$ cat config.mk
export PLATFORM = sky130hd
export DESIGN_NAME = apu_length_envelope_sweep_sequencer
export DESIGN_NICKNAME = d
export VERILOG_FILES = /design/src/apu_seq_pkg.sv /design/src/apu_length_envelope_sweep_sequencer.sv /design/src/apu_seq_core.sv
export SDC_FILE = /design/constraint.sdc
export NUM_CORES = 1
export LEC_CHECK = 0
export BUFFER_PORTS_ARGS = -buffer_cell sky130_fd_sc_hd__buf_2
export CAP_MARGIN = 20
export CORE_MARGIN = 2
export CORE_UTILIZATION = 40
export DETAILED_ROUTE_END_ITERATION = 8
export PLACE_DENSITY = 0.62
export RECOVER_POWER = 50
export SYNTH_ARGS = -nofsm -noshare
export SYNTH_HDL_FRONTEND = slang
export SYNTH_SLANG_ARGS = --single-unit
$ cat constraint.sdc
create_clock -name clk_i -period 6.5 [get_ports clk_i]
set_clock_uncertainty 0.15 [all_clocks]
set_input_delay 0.325 -clock clk_i [delete_from_list [all_inputs] [get_ports clk_i]]
set_output_delay 0.325 -clock clk_i [all_outputs]
set_load 0.005 [all_outputs]
$ cat src/apu_seq_pkg.sv
// Shared types, constants and helper functions for the APU control sequencer.
`timescale 1ns / 1ps
package apu_seq_pkg;

  localparam int unsigned NumRegs = 23;
  localparam logic [4:0] SweepReg  = 5'd0;
  localparam logic [4:0] MasterReg = 5'd22;
  localparam logic [4:0] Ch1LoReg  = 5'd3;
  localparam logic [4:0] Ch1HiReg  = 5'd4;
  localparam logic [4:0] Ch3PowerReg = 5'd10;

  // per-channel register offsets, element i is channel i
  localparam logic [3:0][4:0] LenIdx = {5'd16, 5'd11, 5'd6, 5'd1};
  localparam logic [3:0][4:0] HiIdx  = {5'd19, 5'd14, 5'd9, 5'd4};
  localparam logic [3:0][4:0] EnvIdx = {5'd17, 5'd0, 5'd7, 5'd2};

  typedef struct packed {
    logic [NumRegs-1:0][7:0] regs;
    logic [2:0]              step;
    logic [3:0][8:0]         len;
    logic [3:0]              active;
    logic [3:0]              powered;
    logic [3:0]              len_en;
    logic [3:0][3:0]         vol;
    logic [3:0][3:0]         env_tmr;
    logic [3:0][2:0]         env_per;
    logic [3:0]              env_up;
    logic [10:0]             freq1;
    logic [3:0]              sw_tmr;
    logic [10:0]             sw_shadow;
    logic                    sw_on;
    logic                    sw_neg;
    logic [2:0]              sw_per;
    logic [2:0]              sw_shift;
    logic                    sw_down;
  } st_t;

  // {overflow, next frequency}
  function automatic logic [11:0] sweep_target(input logic [10:0] sh, input logic [2:0] shift,
                                               input logic down);
    logic [10:0] d;
    logic [11:0] s;
    d = sh >> shift;
    if (down) begin
      s = {1'b0, sh - d};
    end else begin
      s = {1'b0, sh} + {1'b0, d};
    end
    return s;
  endfunction

  // drop unpowered channels and mirror active flags into the status register
  function automatic st_t refresh(input st_t s);
    st_t r;
    r = s;
    r.active = s.active & s.powered;
    r.regs[MasterReg] = {s.regs[MasterReg][7:4], r.active};
    return r;
  endfunction

endpackage

$ cat src/apu_length_envelope_sweep_sequencer.sv
// Top level: state and result registers with valid/ready handshake around the core.
// The result is registered and becomes valid in the cycle after a transaction is accepted.
// Throughput: one transaction per cycle while out_ready_i is high; the core is a single combinational pass.
// A new transaction is taken while the result register is empty or being drained.
// Reset (rst_ni low, asynchronous) clears all state, the step counter and out valid.
`timescale 1ns / 1ps
module apu_length_envelope_sweep_sequencer import apu_seq_pkg::*; (
  input  logic        clk_i,
  input  logic        rst_ni,
  input  logic        in_valid_i,
  output logic        in_ready_o,
  input  logic        mode_i,
  input  logic [4:0]  reg_index_i,
  input  logic [7:0]  write_data_i,
  output logic        out_valid_o,
  input  logic        out_ready_i,
  output logic [7:0]  status_byte_o,
  output logic [10:0] ch1_frequency_o,
  output logic [3:0]  volume_ch1_o,
  output logic [3:0]  volume_ch2_o,
  output logic [3:0]  volume_ch4_o,
  output logic [3:0]  restart_mask_o
);

  st_t        state_q, state_d;
  logic [3:0] mask_d, mask_q;
  logic       out_valid_q;
  logic       accept;

  assign in_ready_o = !out_valid_q || out_ready_i;
  assign accept = in_valid_i && in_ready_o;

  apu_seq_core u_core (
    .st_i  (state_q),
    .mode_i(mode_i),
    .idx_i (reg_index_i),
    .data_i(write_data_i),
    .st_o  (state_d),
    .mask_o(mask_d)
  );

  always_ff @(posedge clk_i or negedge rst_ni) begin
    if (!rst_ni) begin
      state_q <= '0;
      mask_q <= '0;
      out_valid_q <= 1'b0;
    end else begin
      if (accept) state_q <= state_d;
      if (accept) mask_q <= mask_d;
      if (accept) out_valid_q <= 1'b1;
      else if (out_ready_i) out_valid_q <= 1'b0;
    end
  end

  assign out_valid_o = out_valid_q;
  assign status_byte_o = state_q.regs[MasterReg];
  assign ch1_frequency_o = state_q.freq1;
  assign volume_ch1_o = state_q.vol[0];
  assign volume_ch2_o = state_q.vol[1];
  assign volume_ch4_o = state_q.vol[3];
  assign restart_mask_o = mask_q;

  a_active_powered: assert property (@(posedge clk_i) disable iff (!rst_ni)
    (state_q.active & ~state_q.powered) == 4'd0) else $error("active channel unpowered");
  a_master_off: assert property (@(posedge clk_i) disable iff (!rst_ni)
    !state_q.regs[MasterReg][7] |-> state_q.active == 4'd0)
    else $error("channel active with master off");
  a_mask_master: assert property (@(posedge clk_i) disable iff (!rst_ni)
    (out_valid_o && restart_mask_o != 4'd0) |-> status_byte_o[7])
    else $error("restart reported with master off");
  a_accept_valid: assert property (@(posedge clk_i) disable iff (!rst_ni)
    accept |=> out_valid_o) else $error("accepted transaction produced no result");

endmodule

$ cat src/apu_seq_core.sv
// Next-state logic: applies one register write or one sequencer tick.
`timescale 1ns / 1ps
module apu_seq_core import apu_seq_pkg::*; (
  input  st_t        st_i,
  input  logic       mode_i,
  input  logic [4:0] idx_i,
  input  logic [7:0] data_i,
  output st_t        st_o,
  output logic [3:0] mask_o
);

  always_comb begin
    st_t         n;
    logic [3:0]  mask;
    logic [7:0]  old_sweep;
    logic [7:0]  hi;
    logic [7:0]  env;
    logic        old_master;
    logic        master;
    logic        wrote;
    logic        odd;
    logic        trig;
    logic        prev_len;
    logic [2:0]  step;
    logic [11:0] tgt;
    logic [11:0] tgt2;
    n = st_i;
    mask = '0;
    old_sweep = st_i.regs[SweepReg];
    old_master = st_i.regs[MasterReg][7];
    master = 1'b0;
    hi = '0;
    env = '0;
    wrote = 1'b0;
    odd = 1'b0;
    trig = 1'b0;
    prev_len = 1'b0;
    step = st_i.step;
    tgt = '0;
    tgt2 = '0;
    if (mode_i) begin
      if (st_i.regs[MasterReg][7]) begin
        n.step = step + 3'd1;
        if ((step == 3'd2 || step == 3'd6) && n.active[0] && n.sw_on) begin
          if (n.sw_tmr != 4'd0) n.sw_tmr = n.sw_tmr - 4'd1;
          if (n.sw_tmr == 4'd0) begin
            if (n.sw_per != 3'd0) begin
              n.sw_tmr = {1'b0, n.sw_per};
              tgt = sweep_target(n.sw_shadow, n.sw_shift, n.sw_down);
              if (tgt[11]) begin
                n.active[0] = 1'b0;
              end else if (n.sw_down) begin
                n.sw_neg = 1'b1;
              end
              if (!tgt[11] && n.sw_shift != 3'd0) begin
                n.sw_shadow = tgt[10:0];
                n.freq1 = tgt[10:0];
                n.regs[Ch1LoReg] = tgt[7:0];
                n.regs[Ch1HiReg] = (n.regs[Ch1HiReg] & 8'h78) | {5'd0, tgt[10:8]};
                tgt2 = sweep_target(tgt[10:0], n.sw_shift, n.sw_down);
                if (tgt2[11]) n.active[0] = 1'b0;
              end
            end else begin
              n.sw_tmr = 4'd8;
            end
          end
        end
        if (step == 3'd7) begin
          for (int i = 0; i < 4; i++) begin
            if (i != 2 && n.env_per[i] != 3'd0) begin
              if (n.env_tmr[i] != 4'd0) n.env_tmr[i] = n.env_tmr[i] - 4'd1;
              if (n.env_tmr[i] == 4'd0) begin
                n.env_tmr[i] = {1'b0, n.env_per[i]};
                if (n.env_up[i]) begin
                  if (n.vol[i] != 4'hF) n.vol[i] = n.vol[i] + 4'd1;
                end else begin
                  if (n.vol[i] != 4'h0) n.vol[i] = n.vol[i] - 4'd1;
                end
              end
            end
          end
        end
        if (!step[0]) begin
          for (int i = 0; i < 4; i++) begin
            if (n.len_en[i]) begin
              if (n.len[i] != 9'd0) n.len[i] = n.len[i] - 9'd1;
              if (n.len[i] == 9'd0) n.active[i] = 1'b0;
            end
          end
        end
        n = refresh(n);
      end
    end else if (idx_i < 5'(NumRegs)) begin
      n.regs[idx_i] = data_i;
      master = n.regs[MasterReg][7];
      if (!old_master && master) n.step = 3'd0;
      for (int i = 0; i < 4; i++) begin
        if (idx_i == LenIdx[i]) begin
          if (i == 2) n.len[i] = 9'd256 - {1'b0, data_i};
          else        n.len[i] = 9'd64 - {3'd0, data_i[5:0]};
        end
      end
      if (!master) begin
        n.active = '0;
        n.powered = '0;
      end else begin
        n.sw_per = n.regs[SweepReg][6:4];
        n.sw_shift = n.regs[SweepReg][2:0];
        n.sw_down = n.regs[SweepReg][3];
        for (int i = 0; i < 4; i++) begin
          hi = n.regs[HiIdx[i]];
          env = (i == 2) ? 8'd0 : n.regs[EnvIdx[i]];
          prev_len = n.len_en[i];
          wrote = (idx_i == HiIdx[i]);
          odd = n.step[0];
          trig = wrote && hi[7];
          n.len_en[i] = hi[6];
          if (i == 2) begin
            n.powered[i] = n.regs[Ch3PowerReg][7];
            n.env_up[i] = 1'b0;
            n.env_per[i] = 3'd0;
          end else begin
            n.powered[i] = (env[7:3] != 5'd0);
            n.env_up[i] = env[3];
            n.env_per[i] = env[2:0];
          end
          n.active[i] = n.active[i] && n.powered[i];
          if (i == 0) n.freq1 = {hi[2:0], n.regs[Ch1LoReg]};
          if (wrote && n.len_en[i] && !prev_len && odd && n.len[i] != 9'd0) begin
            n.len[i] = n.len[i] - 9'd1;
            if (n.len[i] == 9'd0 && !trig) n.active[i] = 1'b0;
          end
          if (trig) begin
            mask[i] = 1'b1;
            n.vol[i] = env[7:4];
            if (n.len[i] == 9'd0) begin
              n.len[i] = (i == 2) ? 9'd256 : 9'd64;
              if (n.len_en[i] && odd) n.len[i] = n.len[i] - 9'd1;
            end
            n.env_tmr[i] = (n.env_per[i] != 3'd0) ? {1'b0, n.env_per[i]} : 4'd8;
            n.active[i] = 1'b1;
            if (i == 0) begin
              n.sw_shadow = n.freq1;
              n.sw_neg = 1'b0;
              n.sw_on = (n.sw_per != 3'd0) || (n.sw_shift != 3'd0);
              n.sw_tmr = (n.sw_per != 3'd0) ? {1'b0, n.sw_per} : 4'd8;
              tgt = sweep_target(n.freq1, n.sw_shift, n.sw_down);
              if (n.sw_shift != 3'd0 && n.sw_down && !tgt[11]) n.sw_neg = 1'b1;
              if (n.sw_shift != 3'd0 && tgt[11]) n.active[0] = 1'b0;
            end
          end
          // leaving negate mode after a negated calculation kills channel 1
          if (i == 0 && idx_i == SweepReg && old_sweep[3] && !n.regs[SweepReg][3] &&
              n.sw_neg) begin
            n.active[0] = 1'b0;
            n.sw_on = 1'b0;
          end
          n.regs[HiIdx[i]] = hi & 8'h7F;
        end
      end
      n = refresh(n);
    end
    st_o = n;
    mask_o = mask;
  end

endmodule
Word-level counts from Yosys, hierarchy flattened
Cells that the tools add are included.

storage, ports and cells
  bits in registers = 312
  latch bits = 0
  bits in writable memories = 0
  memory bits (read-only) = 0
  input bits = 18
  output and inout port bits = 37
  logic and storage cells = 508
  memories = 0

operators by class
  add/subtract/negate cells = 27
  multipliers = 0
  divide/modulo/power cells = 0
  order comparisons = 3
  equality and inequality tests = 39
  shift-type cells = 3
  mux-type cells = 243
  bitwise gates (word level) = 4
  reductions and logical operators = 135

operators with widths
  operator               count
  $mux W318              3
  $mux W9                61
  $mux W4                58
  $mux W12               19
  $bwmux W184            1
  $mux W40               3
  $logic_not A9 Y1       12
  $mux W87               1
  $mux W8                9
  $reduce_bool A9 Y1     8
  $sub A9 B1 Y9 const B  8
  $mux W17               4
  $mux W16               4
  $mux W11               5
  $mux W1                53
  $mux W26               2
  $mux W3                15
  $logic_and A1 B1 Y1    44
  $demux W8 S5           1
  $add A11 B11 Y12       3
  $mux W36               1
  $ne A2 B1 Y1 const B   17
  $reduce_bool A3 Y1     11
  $shr A11 B3 Y11        3
  39 further kinds       108

Logic depth before layout (Yosys ltp)
  word-level depth = 34
  mapped depth = 31
  gate-level depth less buffers = 30

By module
Synthesis repeated with hierarchy kept, for this count alone.

second synthesis, totals
  cells, all modules = 2928
  area, all modules = 26484.2 um^2

modules (own cells, without submodules)
  module                               instances  cells an instance  area an instance (um^2)  sequential area each (um^2)
  apu_length_envelope_sweep_sequencer  1          714                13387.8                  8082.8
  apu_seq_core                         1          2214               13096.3                  0.0

Worst setup path before layout
No wires, ideal clock.

  path kind = reg-to-reg
  start = register state_q[2] (netlist bit)
  end = register state_q[91] (netlist bit)
  library setup time = 0.066 ns
  data arrival time = 5.497 ns
  data required time = 6.284 ns
  path slack = 0.787 ns
  stages on the path, launching flop included = 31
  path buffers = 3
  period minus slack after synthesis = 5.713 ns
  cell sequence = dfrtp_1 -> clkbuf_1 -> buf_1 -> clkbuf_1 -> mux4_2 -> nand2_1 -> nand2_1 -> ha_1 -> fa_1 -> nand2b_1 -> a21oi_1 -> o21bai_1 -> a21oi_1 -> o22a_1 -> a2111oi_0 -> a221oi_1 -> xnor2_1 -> inv_1 -> o2111ai_1 -> nand2_1 -> ha_1 -> a21oi_1 -> nor2b_1 -> o21ai_0 -> nand2b_1 -> a21oi_1 -> nor2b_1 -> o211ai_1 -> nand3_1 -> a21oi_1 -> a221o_1

on the way
  cells in the longest elaborated chain, start to end = 30
  elaborated cells between the ends (all ways) = 35
  those cells by class = add/sub (3); shift (2); mux (26); bitwise (1); reduce/logical (3)

RTL lines
  element                                                      line                                       source
  from (decl)                                                  apu_length_envelope_sweep_sequencer.sv:25  st_t state_q, state_d;
  from (signal assigned)                                       apu_length_envelope_sweep_sequencer.sv:48  if (accept) state_q <= state_d;
  $shr A11 B3 Y11                                              apu_seq_pkg.sv:43                          d = sh >> shift;
  $add A11 B11 Y12 / $sub A11 B11 Y11 (equally long branches)  apu_seq_pkg.sv:47, apu_seq_pkg.sv:45
  $mux W12                                                     apu_seq_pkg.sv:44                          if (down) begin
  $mux W12                                                     apu_seq_core.sv:47                         if (n.sw_per != 3'd0) begin
  $mux W12                                                     apu_seq_core.sv:46                         if (n.sw_tmr == 4'd0) begin
  $mux W12                                                     apu_seq_core.sv:44                         if ((step == 3'd2 || step == 3'd6) && n.active[0] && n.sw_on) begin
  $mux W12                                                     apu_seq_core.sv:42                         if (st_i.regs[MasterReg][7]) begin
  $mux W12                                                     apu_seq_core.sv:41                         if (mode_i) begin
  (+14 left out)                                               --
  $mux W1                                                      apu_seq_core.sv:87                         if (n.len[i] == 9'd0) n.active[i] = 1'b0;
  $mux W1                                                      apu_seq_core.sv:85                         if (n.len_en[i]) begin
  $mux W40 (*)                                                 apu_seq_core.sv:83                         if (!step[0]) begin
  $mux W40 (*)                                                 apu_seq_core.sv:42
  $mux W40 (*)                                                 apu_seq_core.sv:41
  $and A4 B4 Y4 (*)                                            apu_seq_pkg.sv:56                          r.active = s.active & s.powered;
  $mux W318 (*)                                                apu_seq_core.sv:42
  $mux W318 (*)                                                apu_seq_core.sv:41

Every way passes the cells marked *; elsewhere a longest branch is shown, timed or not. The select of a mux whose other input is x is not followed.
A chain may end at the register's enable or synchronous reset.

Worst setup path after layout
  start = register state_q[1] (netlist bit)
  end = register state_q[91] (netlist bit)

The elaborated chain is that of the path after synthesis.

==> impl.org <==
** Global route
- GR Util met3 :: 5.55%
- Tot GR Track Use :: 25.7%
- The first global-routing pass estimated 82,200 um of wire.
- The number of antenna violations at the first check in global routing is 0.
- The via count of the first global-routing pass is 14,300.
- GR met1 Demand/Resource :: 34.6%
- Most used routing layer :: met2
- Met2 track demand over resource :: 39.8%
- After global routing the overflow that remains totals 0.
- Largest net degree at the start of global routing :: 109

** Floorplan
- Number of top-level design ports :: 55
- The die covers 40,700 sq um.
- Initial Util :: 40.5%
- Measured along the y axis, the die boundary spans 202 um.
- DIE WIDTH :: 202 um
- The floorplan has 72 rows.
- Placeable core region :: 38,600 sq um

** Worst hold path
- In this run the worst hold path is classified as primary input to flop.
- Along the worst hold path, the cell count comes to 4.

** Critical path
- Along the worst path, the maximum fanout reaches 10.
- Most Frequent Cell on Critical Path :: sky130_fd_sc_hd__a21oi_1
- For the worst setup path, the data arrival time is 6.18 ns.
- The worst setup path is launched from a flop.
- By startpoint and endpoint, the worst setup path is classified as flop to flop.
- The number of cells on the worst reg-to-reg path is 26.
- Buffers plus inverters on the worst setup path :: 2
- On the critical path, the stage with the largest delay is an instance of sky130_fd_sc_hd__dfrtp_1.
- CP Capture Type :: flop
- In this design, the stage delay of the slowest critical-path cell is 0.58 ns.
- In this run the number of cells on the critical path is 26.
- Flop2flop setup slack :: 0.58 ns
- Required time worst endpoint :: 6.76 ns
- Crit path max-delay family :: compound AO/OA/AOI/OAI gates

** STA
- At the pin with the least slew margin, the transition time is 2.87 ns.
- Summed over all failing endpoints, the final setup total negative slack is 0 ns.
- Total count of max-transition violations in the final report :: 181
- Max-slew headroom at the worst pin :: -91.1%
- In the finished design, the share of the clock period the worst path needs comes to 91.1%.
- Setup repair after global routing left no endpoint under its margin.
- Setup violators final :: 0
- Final-report hold violation count :: 0
- Max Clock Freq :: 0.169 GHz
- Worst hold slack :: 0.225 ns
- Minimum clock period after layout :: 5.92 ns

** Routing
- Routed wire length :: 52,900 um
- The detailed router finished its first iteration with 1,523 violations.
- Antenna viol nets, final :: 0
- Detailed routing inserted a total of 15,200 vias.
- Before antenna repair, the detailed router went through 5 iterations.
- In the routed design, unresolved DRC markers number 0.
- Routed vias/inst :: 6.20
- Average detailed-routed wire length per instance :: 21.5 um

** Final layout
- Total number of nets in the final design :: 2,017
- The layout has 3,845 filler cells.
- From synthesis to final layout, the design area changed by 6.75%.
- 0 antenna diodes ended up in the layout.
- In the final layout, the share of cells above drive strength 1 is 10.1%.

** Job
- The tool flagged a number of max-cap violations equal to 2.

** Pwr
- VDD IR-drop max :: 0.187 mV
- Pwr per Cell Area :: 217 nW/um^2
- Leakage Power :: 0.00720 uW

** Logic synthesis
- Arithmetic-cell share of the synthesized area counting full adders, half adders and majority gates :: 6.23%
- Synth Area in Compound Gates :: 24.8%
- Nets in the synthesized netlist :: 2,059
- Dominant register cell in the synthesized netlist :: sky130_fd_sc_hd__dfrtp_1
- During synthesis, Yosys emitted a total of 0 warnings.
- Main combinational cell family by area after synthesis :: compound AO/OA/AOI/OAI gates
- Share of synthesized area occupied by flip-flops and latches :: 28.5%
- After synthesis the cells add up to 15,700 sq um.
- Count of flip-flops with a built-in enable after synthesis :: 0
- Post-synthesis average cell area :: 7.96 sq um
- Leading cell types by count after synthesis :: sky130_fd_sc_hd__a21oi_1 (196), sky130_fd_sc_hd__nand2_1 (186), sky130_fd_sc_hd__nor2_1 (184)
- Count of different cell masters after synthesis :: 89
- Cell taking the most area after synthesis :: sky130_fd_sc_hd__dfrtp_1
- The most common cell in the synthesized netlist is sky130_fd_sc_hd__a21oi_1.
- Number of register bits inferred by synthesis :: 178
- The synthesized netlist devotes 19.9% of its cell area to simple gates.
- Post-Synthesis Cells :: 1,966
- Most area-consuming cells after synthesis :: sky130_fd_sc_hd__dfrtp_1 (28%), sky130_fd_sc_hd__a21oi_1 (6.3%), sky130_fd_sc_hd__ha_1 (5.6%)
- Asr flop ratio synth :: 100%
- After synthesis, the share of cell area in mux cells is 10.2%.
- The synthesized netlist devotes 4.08% of its cell area to XOR and XNOR gates.
- Synth top area share :: 28.5%

** Clock tree
- CTS Buf Count :: 17
- The tree is rooted in a sky130_fd_sc_hd__clkbuf_16.
- The clock passes through at most 2 buffers.
- Post-CTS Setup Inserts :: 0
- H-tree lvl count :: 4
- Clock tree from TritonCTS :: done
- Clk_lat worst skew :: 0.47 ns
- Clock transition at the registers of the reported paths :: 0.08 ns
- For this design, the sink count on the clock tree is 178.

** Place
- Placer congestion estimate :: 0.932
- The HPWL after detailed placement is 37,900 um.
- Total of buffers placed on input and output ports :: 54

** Run status
- The final reports fail on max-capacitance violations, max-slew violations.
- The run finished, with violations left.
[stage by stage]
stage	cell area, sq um	power, uW	cells	setup WS (ns)	utilization (%)
after CTS	16700	3610	2454	0.604	43.3
after detailed placement	16100	2520	2419	0.666	41.7
final	16700	3620	2455	0.577	43.2
after global placement	16100	2500	2419	0.817	41.7
after global routing	16700	3810	2455	0.0390	43.2
after floorplan	15700	2200	1966	0.787	-
[where the power goes]
group,switching (uW),total (uW),internal [uW]
Sequential,125,1330,1200
Clock,517,1080,563
Combinational,764,1210,447
Total,1410,3620,2210
[state kept, by name, indices dropped and copies added (netlist names)]
signal	count
volume_ch1_o	4
volume_ch2_o	4
ch1_frequency_o	11
state_q	146
volume_ch4_o	4
restart_mask_o	4
out_valid_o	1
status_byte_o	4
[final timing paths]
| check | startpoint | end |
|---|---|---|
| worst max-delay path | state_q[1] | state_q[91] |
| worst min-delay path | write_data_i[6] | state_q[252] |
| worst max register to register | state_q[1] | state_q[91] |
| worst min register to register | state_q[88] | state_q[88] |
| max in group asynchronous | rst_ni | state_q[5] |
| min in group asynchronous | rst_ni | status_byte_o[5] |
[layout make-up]
| class | count | area (sq um) | share of cell area [%] |
|---|---|---|---|
| sequential | 178 | 4450 | 26.7 |
| multi-input combinational | 1557 | 10200 | 61.1 |
| clock buffer | 19 | 453 | 2.71 |
| clock inverter | 13 | 139 | 0.831 |
| inverter | 85 | 319 | 1.91 |
| timing repair buffer | 85 | 485 | 2.91 |
| tap | 518 | 648 | 3.88 |
[metal layers]
| metal | share of wire [%] | wire length (um) |
|---|---|---|
| met5 | 0 | 0 |
| met4 | 4.0 | 2100 |
| met3 | 8.0 | 4230 |
| met2 | 44 | 23500 |
| met1 | 44 | 23100 |
[worst min-delay path, cell delays in order]
cell and delay, ns:
sky130_fd_sc_hd__buf_2 0.10, sky130_fd_sc_hd__buf_4 0.22, sky130_fd_sc_hd__nand3_1 0.11, sky130_fd_sc_hd__nand2_1 0.05
[cell usage in the layout, fill, tap and decap left out, types with 25 or more instances in the layout]
cell	synthesis	routed
sky130_fd_sc_hd__a21oi_1	196	196
sky130_fd_sc_hd__a31oi_1	25	25
sky130_fd_sc_hd__buf_2	9	35
sky130_fd_sc_hd__buf_4	32	27
sky130_fd_sc_hd__dfrtp_1	178	178
sky130_fd_sc_hd__ha_1	70	70
sky130_fd_sc_hd__inv_1	85	85
sky130_fd_sc_hd__mux2_2	60	60
sky130_fd_sc_hd__mux2i_1	76	76
sky130_fd_sc_hd__nand2_1	186	186
sky130_fd_sc_hd__nand3_1	41	41
sky130_fd_sc_hd__nor2_1	184	181
sky130_fd_sc_hd__nor3_1	68	68
sky130_fd_sc_hd__o21ai_0	139	139
sky130_fd_sc_hd__o22ai_1	43	43
sky130_fd_sc_hd__or3_1	27	27
sky130_fd_sc_hd__xnor2_1	54	54
[cells by family after synthesis]
group / Yosys count
compound gates: 617
mux: 144
flops: 178
buf+inv: 231
simple gates: 648
fa+ha+maj: 75
xor+xnor: 73
[timing repair]
action,4_1_cts,5_1_grt
resized for setup,0,0
endpoints found under the hold margin,108,0
hold buffers,3,0
(Power assumes the default switching activity.)
